$ cat src/msa_pkg.sv
// ----------------------------------------------------------------------------
// msa_pkg
// Shared constants, codes and controller/datapath interface structs of the
// max-distance slot allocator.
// ----------------------------------------------------------------------------
package msa_pkg;

  // built capacity of the row
  localparam int MAX_SLOTS = 256;
  localparam int IDX_W     = $clog2(MAX_SLOTS);
  localparam int CNT_W     = $clog2(MAX_SLOTS + 1);

  // fixed field widths
  localparam int SLOT_W    = 8;
  localparam int STATUS_W  = 2;
  localparam int CFG_W     = 9;
  localparam logic [CFG_W-1:0] ROOM_SIZE_RESET = CFG_W'(256);

  // command codes
  localparam logic CMD_ALLOCATE = 1'b0;
  localparam logic CMD_RELEASE  = 1'b1;

  // status codes
  localparam logic [STATUS_W-1:0] STATUS_OK       = 2'd0;
  localparam logic [STATUS_W-1:0] STATUS_FULL     = 2'd1;
  localparam logic [STATUS_W-1:0] STATUS_BAD_SLOT = 2'd2;

  // controller to datapath
  typedef struct packed {
    logic latch_in;    // capture the accepted word
    logic cnt_clear;   // reset the address counter
    logic cnt_inc;     // step the address counter
    logic clear_wr;    // write zero at the counter during the clearing pass
    logic scan_rd;     // read the bitmap at the counter
    logic rel_rd;      // read the bitmap at the captured slot
    logic commit;      // update state and load the output register
  } msa_cmd_t;

  // datapath to controller
  typedef struct packed {
    logic clear_last;  // counter at the last slot of the built row
    logic scan_last;   // counter at the last slot of the active row
    logic count_zero;  // no slot taken anywhere
    logic out_free;    // output register can take a word this cycle
  } msa_stat_t;

endpackage

$ cat src/max_distance_slot_allocator.sv
// ----------------------------------------------------------------------------
// max_distance_slot_allocator
// Hands out slots of a row so each new occupant sits as far as possible from
// the nearest taken slot; releases named slots.
// ----------------------------------------------------------------------------
// channel  direction  tdata               tuser
// in_      slave      slot_number [7:0]   command [0]
// out_     master     slot_result [7:0]   status [1:0]
// cfg_     write      room_size [8:0]     -
//
// allocate scans the bitmap memory one slot per cycle through its single
// read port over n slots, n being room_size clamped to 1..MAX_SLOTS; with
// no slot taken anywhere it skips the scan. release reads one bitmap bit.
// after reset a clearing pass over all MAX_SLOTS (256) slots zeroes the
// bitmap, in_tready stays low meanwhile; configuration writes are taken
// at any time. one word is worked on at a time; a word is accepted while
// the previous result waits, and a stalled result holds the block before
// its commit.
// ----------------------------------------------------------------------------
module max_distance_slot_allocator
  import msa_pkg::*;
(
  input  logic                clk,
  input  logic                rst_n,
  // configuration
  input  logic                cfg_wr_en,
  input  logic [CFG_W-1:0]    cfg_wr_data,    // room_size
  // command stream
  input  logic                in_tvalid,
  output logic                in_tready,
  input  logic [SLOT_W-1:0]   in_tdata,       // slot_number
  input  logic                in_tuser,       // command
  // result stream
  output logic                out_tvalid,
  input  logic                out_tready,
  output logic [SLOT_W-1:0]   out_tdata,      // slot_result
  output logic [STATUS_W-1:0] out_tuser       // status
);

  msa_cmd_t  cmd;
  msa_stat_t stat;

  // sequencer
  msa_ctrl u_ctrl (
    .clk      (clk),
    .rst_n    (rst_n),
    .in_valid (in_tvalid),
    .in_cmd   (in_tuser),
    .in_ready (in_tready),
    .stat     (stat),
    .cmd      (cmd)
  );

  // bitmap and gap search
  msa_dp u_dp (
    .clk         (clk),
    .rst_n       (rst_n),
    .cfg_wr_en   (cfg_wr_en),
    .cfg_wr_data (cfg_wr_data),
    .in_cmd      (in_tuser),
    .in_slot     (in_tdata),
    .out_ready   (out_tready),
    .out_valid   (out_tvalid),
    .out_slot    (out_tdata),
    .out_status  (out_tuser),
    .cmd         (cmd),
    .stat        (stat)
  );

endmodule

$ cat src/msa_ctrl.sv
// ----------------------------------------------------------------------------
// msa_ctrl
// Sequencer for the clearing pass, the bitmap scan of an allocate and the
// lookup of a release.
// ----------------------------------------------------------------------------
module msa_ctrl
  import msa_pkg::*;
(
  input  logic      clk,
  input  logic      rst_n,
  input  logic      in_valid,
  input  logic      in_cmd,
  output logic      in_ready,
  input  msa_stat_t stat,
  output msa_cmd_t  cmd
);

  typedef enum logic [5:0] {
    S_CLEAR = 6'b000001,
    S_IDLE  = 6'b000010,
    S_REL   = 6'b000100,
    S_SCAN  = 6'b001000,
    S_TAIL  = 6'b010000,
    S_DONE  = 6'b100000
  } state_t;

  state_t state_r, state_nxt;

  // state register
  always_ff @(posedge clk) begin
    if (!rst_n) begin
      state_r <= S_CLEAR;
    end else begin
      state_r <= state_nxt;
    end
  end

  // next state and command decode
  always_comb begin
    state_nxt = state_r;
    cmd       = '0;
    in_ready  = 1'b0;
    unique case (state_r)
      S_CLEAR: begin
        cmd.clear_wr = 1'b1;
        cmd.cnt_inc  = 1'b1;
        if (stat.clear_last) begin
          state_nxt = S_IDLE;
        end
      end
      S_IDLE: begin
        in_ready = 1'b1;
        if (in_valid) begin
          cmd.latch_in  = 1'b1;
          cmd.cnt_clear = 1'b1;
          if (in_cmd == CMD_RELEASE) begin
            state_nxt = S_REL;
          end else if (stat.count_zero) begin
            state_nxt = S_DONE;
          end else begin
            state_nxt = S_SCAN;
          end
        end
      end
      S_REL: begin
        cmd.rel_rd = 1'b1;
        state_nxt  = S_DONE;
      end
      S_SCAN: begin
        cmd.scan_rd = 1'b1;
        cmd.cnt_inc = 1'b1;
        if (stat.scan_last) begin
          state_nxt = S_TAIL;
        end
      end
      S_TAIL: begin
        state_nxt = S_DONE;
      end
      S_DONE: begin
        if (stat.out_free) begin
          cmd.commit = 1'b1;
          state_nxt  = S_IDLE;
        end
      end
      default: begin
        state_nxt = S_CLEAR;
      end
    endcase
  end

endmodule

$ cat src/msa_dp.sv
// ----------------------------------------------------------------------------
// msa_dp
// Occupancy memory, gap tracker, room size register, occupant count and
// output register.
// ----------------------------------------------------------------------------
module msa_dp
  import msa_pkg::*;
(
  input  logic                clk,
  input  logic                rst_n,
  input  logic                cfg_wr_en,
  input  logic [CFG_W-1:0]    cfg_wr_data,
  input  logic                in_cmd,
  input  logic [SLOT_W-1:0]   in_slot,
  input  logic                out_ready,
  output logic                out_valid,
  output logic [SLOT_W-1:0]   out_slot,
  output logic [STATUS_W-1:0] out_status,
  input  msa_cmd_t            cmd,
  output msa_stat_t           stat
);

  logic                mem [MAX_SLOTS];
  logic                rd_bit_r;
  logic [IDX_W-1:0]    rd_addr;
  logic                wr_en;
  logic [IDX_W-1:0]    wr_addr;
  logic                wr_data;

  logic [CFG_W-1:0]    room_size_r;
  logic [CNT_W-1:0]    n_eff;
  logic [CNT_W-1:0]    count_r;

  logic                cmd_r;
  logic [SLOT_W-1:0]   slot_r;
  logic [IDX_W-1:0]    cnt_r;

  logic                proc_en_r;
  logic [IDX_W-1:0]    proc_idx_r;
  logic                found_r;
  logic [IDX_W-1:0]    last_r;
  logic [IDX_W-1:0]    best_dist_r;
  logic [IDX_W-1:0]    best_seat_r;
  logic [IDX_W-1:0]    gap_half;

  logic [IDX_W-1:0]    tail_dist;
  logic [IDX_W-1:0]    seat;
  logic                row_full;
  logic                rel_ok;
  logic                alloc_ok;

  logic                out_valid_r;
  logic [SLOT_W-1:0]   out_slot_r;
  logic [STATUS_W-1:0] out_status_r;

  // room size register
  always_ff @(posedge clk) begin
    if (!rst_n) begin
      room_size_r <= ROOM_SIZE_RESET;
    end else if (cfg_wr_en) begin
      room_size_r <= cfg_wr_data;
    end
  end

  // active row length, clamped to one..capacity
  always_comb begin
    if (room_size_r == '0) begin
      n_eff = CNT_W'(1);
    end else if (32'(room_size_r) > MAX_SLOTS) begin
      n_eff = CNT_W'(MAX_SLOTS);
    end else begin
      n_eff = CNT_W'(room_size_r);
    end
  end

  // captured word and address counter
  always_ff @(posedge clk) begin
    if (cmd.latch_in) begin
      cmd_r  <= in_cmd;
      slot_r <= in_slot;
    end
  end

  always_ff @(posedge clk) begin
    if (!rst_n) begin
      cnt_r <= '0;
    end else if (cmd.cnt_clear) begin
      cnt_r <= '0;
    end else if (cmd.cnt_inc) begin
      cnt_r <= cnt_r + IDX_W'(1);
    end
  end

  // occupancy memory, one write and one registered read per cycle
  assign rd_addr = cmd.rel_rd ? IDX_W'(slot_r) : cnt_r;

  always_ff @(posedge clk) begin
    if (wr_en) begin
      mem[wr_addr] <= wr_data;
    end
  end

  always_ff @(posedge clk) begin
    if (cmd.scan_rd || cmd.rel_rd) begin
      rd_bit_r <= mem[rd_addr];
    end
  end

  // scan data arrives in the cycle after its read
  always_ff @(posedge clk) begin
    if (!rst_n) begin
      proc_en_r <= 1'b0;
    end else begin
      proc_en_r <= cmd.scan_rd;
    end
  end

  always_ff @(posedge clk) begin
    proc_idx_r <= cnt_r;
  end

  // widest-gap tracker
  assign gap_half = (proc_idx_r - last_r) >> 1;

  always_ff @(posedge clk) begin
    if (cmd.latch_in) begin
      found_r     <= 1'b0;
      last_r      <= '0;
      best_dist_r <= '0;
      best_seat_r <= '0;
    end else if (proc_en_r && rd_bit_r) begin
      last_r <= proc_idx_r;
      if (!found_r) begin
        found_r     <= 1'b1;
        best_dist_r <= proc_idx_r;
        best_seat_r <= '0;
      end else if (gap_half > best_dist_r) begin
        best_dist_r <= gap_half;
        best_seat_r <= last_r + gap_half;
      end
    end
  end

  // final pick including the right edge gap
  assign tail_dist = IDX_W'(n_eff - CNT_W'(1)) - last_r;

  always_comb begin
    if (!found_r) begin
      seat     = '0;
      row_full = 1'b0;
    end else if (tail_dist > best_dist_r) begin
      seat     = IDX_W'(n_eff - CNT_W'(1));
      row_full = 1'b0;
    end else begin
      seat     = best_seat_r;
      row_full = (best_dist_r == '0);
    end
  end

  assign alloc_ok = (cmd_r == CMD_ALLOCATE) && !row_full;
  assign rel_ok   = (cmd_r == CMD_RELEASE) && (CNT_W'(slot_r) < n_eff) && rd_bit_r;

  // memory write select
  always_comb begin
    wr_en   = 1'b0;
    wr_addr = cnt_r;
    wr_data = 1'b0;
    if (cmd.clear_wr) begin
      wr_en = 1'b1;
    end else if (cmd.commit && alloc_ok) begin
      wr_en   = 1'b1;
      wr_addr = seat;
      wr_data = 1'b1;
    end else if (cmd.commit && rel_ok) begin
      wr_en   = 1'b1;
      wr_addr = IDX_W'(slot_r);
    end
  end

  // occupant count
  always_ff @(posedge clk) begin
    if (!rst_n) begin
      count_r <= '0;
    end else if (cmd.commit && alloc_ok) begin
      count_r <= count_r + CNT_W'(1);
    end else if (cmd.commit && rel_ok && (count_r != '0)) begin
      count_r <= count_r - CNT_W'(1);
    end
  end

  // output register
  always_ff @(posedge clk) begin
    if (!rst_n) begin
      out_valid_r <= 1'b0;
    end else if (cmd.commit) begin
      out_valid_r <= 1'b1;
    end else if (out_ready) begin
      out_valid_r <= 1'b0;
    end
  end

  always_ff @(posedge clk) begin
    if (cmd.commit) begin
      if (cmd_r == CMD_RELEASE) begin
        out_slot_r   <= slot_r;
        out_status_r <= rel_ok ? STATUS_OK : STATUS_BAD_SLOT;
      end else begin
        out_slot_r   <= row_full ? '0 : SLOT_W'(seat);
        out_status_r <= row_full ? STATUS_FULL : STATUS_OK;
      end
    end
  end

  assign out_valid  = out_valid_r;
  assign out_slot   = out_slot_r;
  assign out_status = out_status_r;

  // status to the controller
  assign stat.clear_last = (cnt_r == IDX_W'(MAX_SLOTS - 1));
  assign stat.scan_last  = (cnt_r == IDX_W'(n_eff - CNT_W'(1)));
  assign stat.count_zero = (count_r == '0);
  assign stat.out_free   = !out_valid_r || out_ready;

endmodule

$ cat config.mk
export PLATFORM = sky130hd
export DESIGN_NAME = max_distance_slot_allocator
export DESIGN_NICKNAME = d
export VERILOG_FILES = /design/src/msa_pkg.sv /design/src/max_distance_slot_allocator.sv /design/src/msa_ctrl.sv /design/src/msa_dp.sv
export SDC_FILE = /design/constraint.sdc
export NUM_CORES = 1
export LEC_CHECK = 0
export BUFFER_PORTS_ARGS = -buffer_cell sky130_fd_sc_hd__buf_2
export CORE_UTILIZATION = 50
export DETAILED_ROUTE_END_ITERATION = 10
export GPL_TIMING_DRIVEN = 1
export PLACE_DENSITY = 0.71
export REMOVE_ABC_BUFFERS = 1
export SLEW_MARGIN = 20
export SYNTH_ARGS = -nofsm -noshare
export SYNTH_HDL_FRONTEND = slang
export SYNTH_HIERARCHICAL = 1
export SYNTH_SLANG_ARGS = --single-unit
$ cat constraint.sdc
create_clock -name clk -period 14.6 [get_ports clk]
set_clock_uncertainty 0.2 [all_clocks]
set_input_delay 2.92 -clock clk [delete_from_list [all_inputs] [get_ports clk]]
set_output_delay 2.92 -clock clk [all_outputs]
set_load 0.03 [all_outputs]
==> impl_metrics.tcl <==
set metrics [dict create \
    worst_setup_path_start_kind "register" \
    count_of_endpoints_failing_setup_in_the_final_report 0 \
    post-layout-total-power_mw 2.070 \
    vdd.ir_drop.worst_uv 98.71 \
    timing.hold.worst.class "reg -> reg" \
    synthMostInstantiatedCell "nor2_1" \
    hp-start "u_dp/cnt_r[6]$_SDFFE_PP0P_" \
    initial_drc_count 1076 \
    antenna_found_initial 0 \
    status "finished, final reports clean" \
    ys_top_cells_by_count "nor2_1, edfxtp_1, mux2i_1" \
    port-buffer-count 34 \
    clockBufferDepth 3 \
    cts-buffers-inserted 38 \
    cts_tree "built" \
    synthDominantCellAreaShare 0.4795 \
    hpwl_um 25360 \
    synthFlopType "edfxtp_1" \
    ctsHtreeMaxLevel 2 \
    post_synth.cell_area_avg_um2 11.65 \
    dieHeight_um 187.9 \
    overflow 0 \
    dr.pass1.iters 5 \
    worst_r2r_endpoint "u_dp/mem[2]$_DFFE_PP_" \
    power_density_mw_per_mm2 110.1 \
    hold_buffers 0 \
    nFillCells 2818 \
    grt_pass1_wl_um 62510 \
    final-seq-area_mm2 0.009629 \
    worstHoldPathCells 0 \
    timing.final.max_slew_violations 0 \
    routed_wire_length_on_met3_um 2709 \
    number_of_global_route_vias_before_repair 11430 \
    dpl-instance-area_mm2 0.01769 \
    detailroute.via_count 11540 \
    detail_route.wl_per_cell_um 20.59 \
    slew_headroom 0.2729 \
    antenna_cells 0 \
    layout.cells.non_filler 1944 \
    hold_viol 0 \
    synth_edf_count 276 \
    post_cts_buffers 0 \
    ant_nets 0 \
    viasPerCell 5.936 \
    sequential_cell_area_fraction_in_the_yosys_report 0.5571 \
    met1Wirelength_um 16890 \
    cts.root.buffer_cell "clkbuf_16" \
    critPathMaxFanout 158 \
    design.final.nets 1550 \
    hold-path-endpoint "u_dp/proc_idx_r[6]$_DFF_P_" \
    worst-r2r-cell-count 23 \
    syn_inst 1483 \
    flop_and_latch_count_out_of_synthesis 343 \
    routed-wl-met2_um 18940 \
    r2r-start "u_dp/room_size_r[8]$_SDFFE_PN1P_" \
    drt_drc_violations_left 0 \
    regToRegSetupSlack_ns 7.10 \
    multi_input_area_mm2 0.007103 \
    place.detailed.instances 1880 \
    drt_wl_total_um 40030 \
    rows 67 \
    fmaxAchievable_mhz 133.2 \
    clkTransAtPathRegs_ns 0.06 \
    floorplan.die_area_mm2 0.03532 \
    fraction_of_layout_cells_with_a_size_suffix_above_1 0.1049 \
    clock_latency_ns 0.53 \
    category_of_the_worst_setup_path_capture_point "register" \
    slew_at_the_pin_closest_to_its_max_slew_limit_ns 1.084 \
    cp_data_required_time_ns 14.60 \
    topRoutingLayerUsed "met4" \
    synth_top_area_cell "edfxtp_1" \
    number_of_sinks_on_the_clock_net 343 \
    maxCapViolations 0 \
    min_period_over_period 0.5140 \
    fp.dieW_um 187.9 \
    rsz0062_at_grt "false" \
    grt_util_all_layers 0.2281 \
    stdcell_area_mm2 0.01881 \
    cts_resized 0 \
    post_synth_main_area_contributors "edfxtp_1, mux2i_1, dfxtp_1" \
    final.min_clock_period_ns 7.505 \
    asyncSetResetFlopFracSynth 0 \
    final_core_util 0.5567 \
    initial_utilization 0.5116 \
    gp_congestion 0.8521 \
    yosysWarnings 6 \
    arrival_ns 7.50 \
    top_level_ports 35 \
    grt_start_max_net_pins 159 \
    syn_area_mm2 0.01728 \
    core_mm2 0.03378 \
    yosys.cell_types.count 79 \
    area.growth.synth_to_final_pct 8.810 \
    timing.setup.tns_ns 0 \
    leakage_nw 7.027 \
    critPathKind "reg -> reg" \
]
## power by group
group	switching (mW)	internal (mW)	leakage, nW
Sequential	0.00696	1.05	3.17
Combinational	0.0830	0.0616	3.32
Clock	0.374	0.499	0.539
## layer usage
| layer | vias to the layer above | GRT usage |
|---|---|---|
| li1 | 5389 | - |
| met1 | 5643 | 0.2962 |
| met2 | 412 | 0.3806 |
| met3 | 95 | 0.03799 |
| met4 | 0 | 0.09193 |
| met5 | - | 0 |
## worst max-delay path, stage by stage (launching register included)
cell,delay (ns)
dfxtp_1,0.44
inv_1,0.24
a32oi_2,0.40
ha_1,0.33
inv_1,0.14
ha_1,0.24
nor2b_1,0.12
o21ai_0,0.19
a21boi_0,0.15
o21ai_0,0.17
nand2b_1,0.11
a21o_1,0.18
a21oi_1,0.17
xnor2_1,0.09
ha_1,0.31
nand2_1,0.06
o21ai_0,0.42
and2_1,0.23
a211o_1,0.16
nand3_1,0.38
inv_6,0.83
a21o_1,0.43
nand4bb_1,0.78
nor2_1,0.37
## cells in the final DEF (no fill, tap or decap), types with 5 or more instances in the layout
| cell type | Yosys | final |
|---|---|---|
| o21ai_0 | 36 | 36 |
| inv_1 | 41 | 40 |
| nand2_1 | 77 | 77 |
| nor4_1 | 7 | 7 |
| mux4_2 | 32 | 32 |
| xnor2_1 | 26 | 26 |
| o221a_2 | 6 | 6 |
| o221ai_1 | 5 | 5 |
| mux2i_1 | 135 | 133 |
| nand2b_1 | 14 | 14 |
| o22ai_1 | 16 | 16 |
| edfxtp_1 | 276 | 276 |
| dfxtp_1 | 67 | 67 |
| xor2_1 | 13 | 13 |
| a211oi_1 | 9 | 9 |
| buf_2 | 30 | 34 |
| a21o_1 | 10 | 10 |
| clkbuf_1 | 51 | 15 |
| buf_4 | 6 | 6 |
| or3_1 | 10 | 10 |
| nand3_1 | 22 | 22 |
| ha_1 | 51 | 51 |
| and3_1 | 5 | 5 |
| a21oi_1 | 40 | 40 |
| a22o_1 | 7 | 7 |
| nand4_1 | 22 | 22 |
| a21boi_0 | 6 | 6 |
| and2_1 | 7 | 7 |
| clkbuf_16 | 0 | 39 |
| nor2_1 | 306 | 306 |
| nor3_1 | 29 | 29 |
| nor2b_1 | 23 | 23 |
## final cells by class
type	count	share of cell area
Inverter	42	0.008649
Timing Repair Buffer	41	0.01251
Sequential cell	343	0.5120
Clock inverter	9	0.003726
Clock buffer	55	0.05562
Tap cell	448	0.02981
Multi-Input combinational cell	1006	0.3777
## sequential cells by signal, summed over array words and instances (netlist names)
name and cells:
u_ctrl/state_r 6, u_dp/best_dist_r 8, u_dp/best_seat_r 8, u_dp/cmd_r 1, u_dp/cnt_r 8, u_dp/count_r 9, u_dp/found_r 1, u_dp/last_r 8
u_dp/mem 256, u_dp/out_slot 8, u_dp/out_status 2, u_dp/out_valid 1, u_dp/proc_en_r 1, u_dp/proc_idx_r 8, u_dp/rd_bit_r 1, u_dp/room_size_r 9
u_dp/slot_r 8
## cell families (layout without fill, tap and decap cells)
kind of cell	Yosys count	count (layout)	share of synthesized area
AO/OA/AOI/OAI	180	180	0.07275
XOR/XNOR	39	39	0.01976
adder cells (fa/ha/maj)	55	55	0.04155
buffers and inverters	134	147	0.03344
flip-flops	343	343	0.5571
multiplexers	172	172	0.1233
AND/OR/NAND/NOR	560	560	0.1521
## how the worst max path moves through the flow
stage / startpoint / endpoint / slack [ns] / cells after the start
global placement: out_tready / u_dp/mem[210]$_DFFE_PP_ / 6.97 / 11
finish: u_dp/room_size_r[8]$_SDFFE_PN1P_ / u_dp/mem[2]$_DFFE_PP_ / 7.10 / 23
floorplan: u_ctrl/state_r[2]$_SDFFE_PN0P_ / u_dp/rd_bit_r$_DFFE_PP_ / 2.55 / 9
CTS: u_dp/room_size_r[2]$_SDFFE_PN0P_ / u_dp/mem[34]$_DFFE_PP_ / 7.12 / 21
detailed placement: out_tready / u_dp/mem[34]$_DFFE_PP_ / 6.76 / 11
global route: u_dp/room_size_r[8]$_SDFFE_PN1P_ / u_dp/mem[50]$_DFFE_PP_ / 6.53 / 23
## metrics by stage
| step | hold slack [ns] | worst slack (ns) |
|---|---|---|
| global placement | 0.1701 | 6.971 |
| detailed placement | 0.1638 | 6.765 |
| finish | 0.1759 | 7.095 |
| global route | 0.1815 | 6.526 |
| CTS | 0.1767 | 7.122 |
| floorplan | 0.1508 | 2.550 |
(Power assumes the default switching activity.)
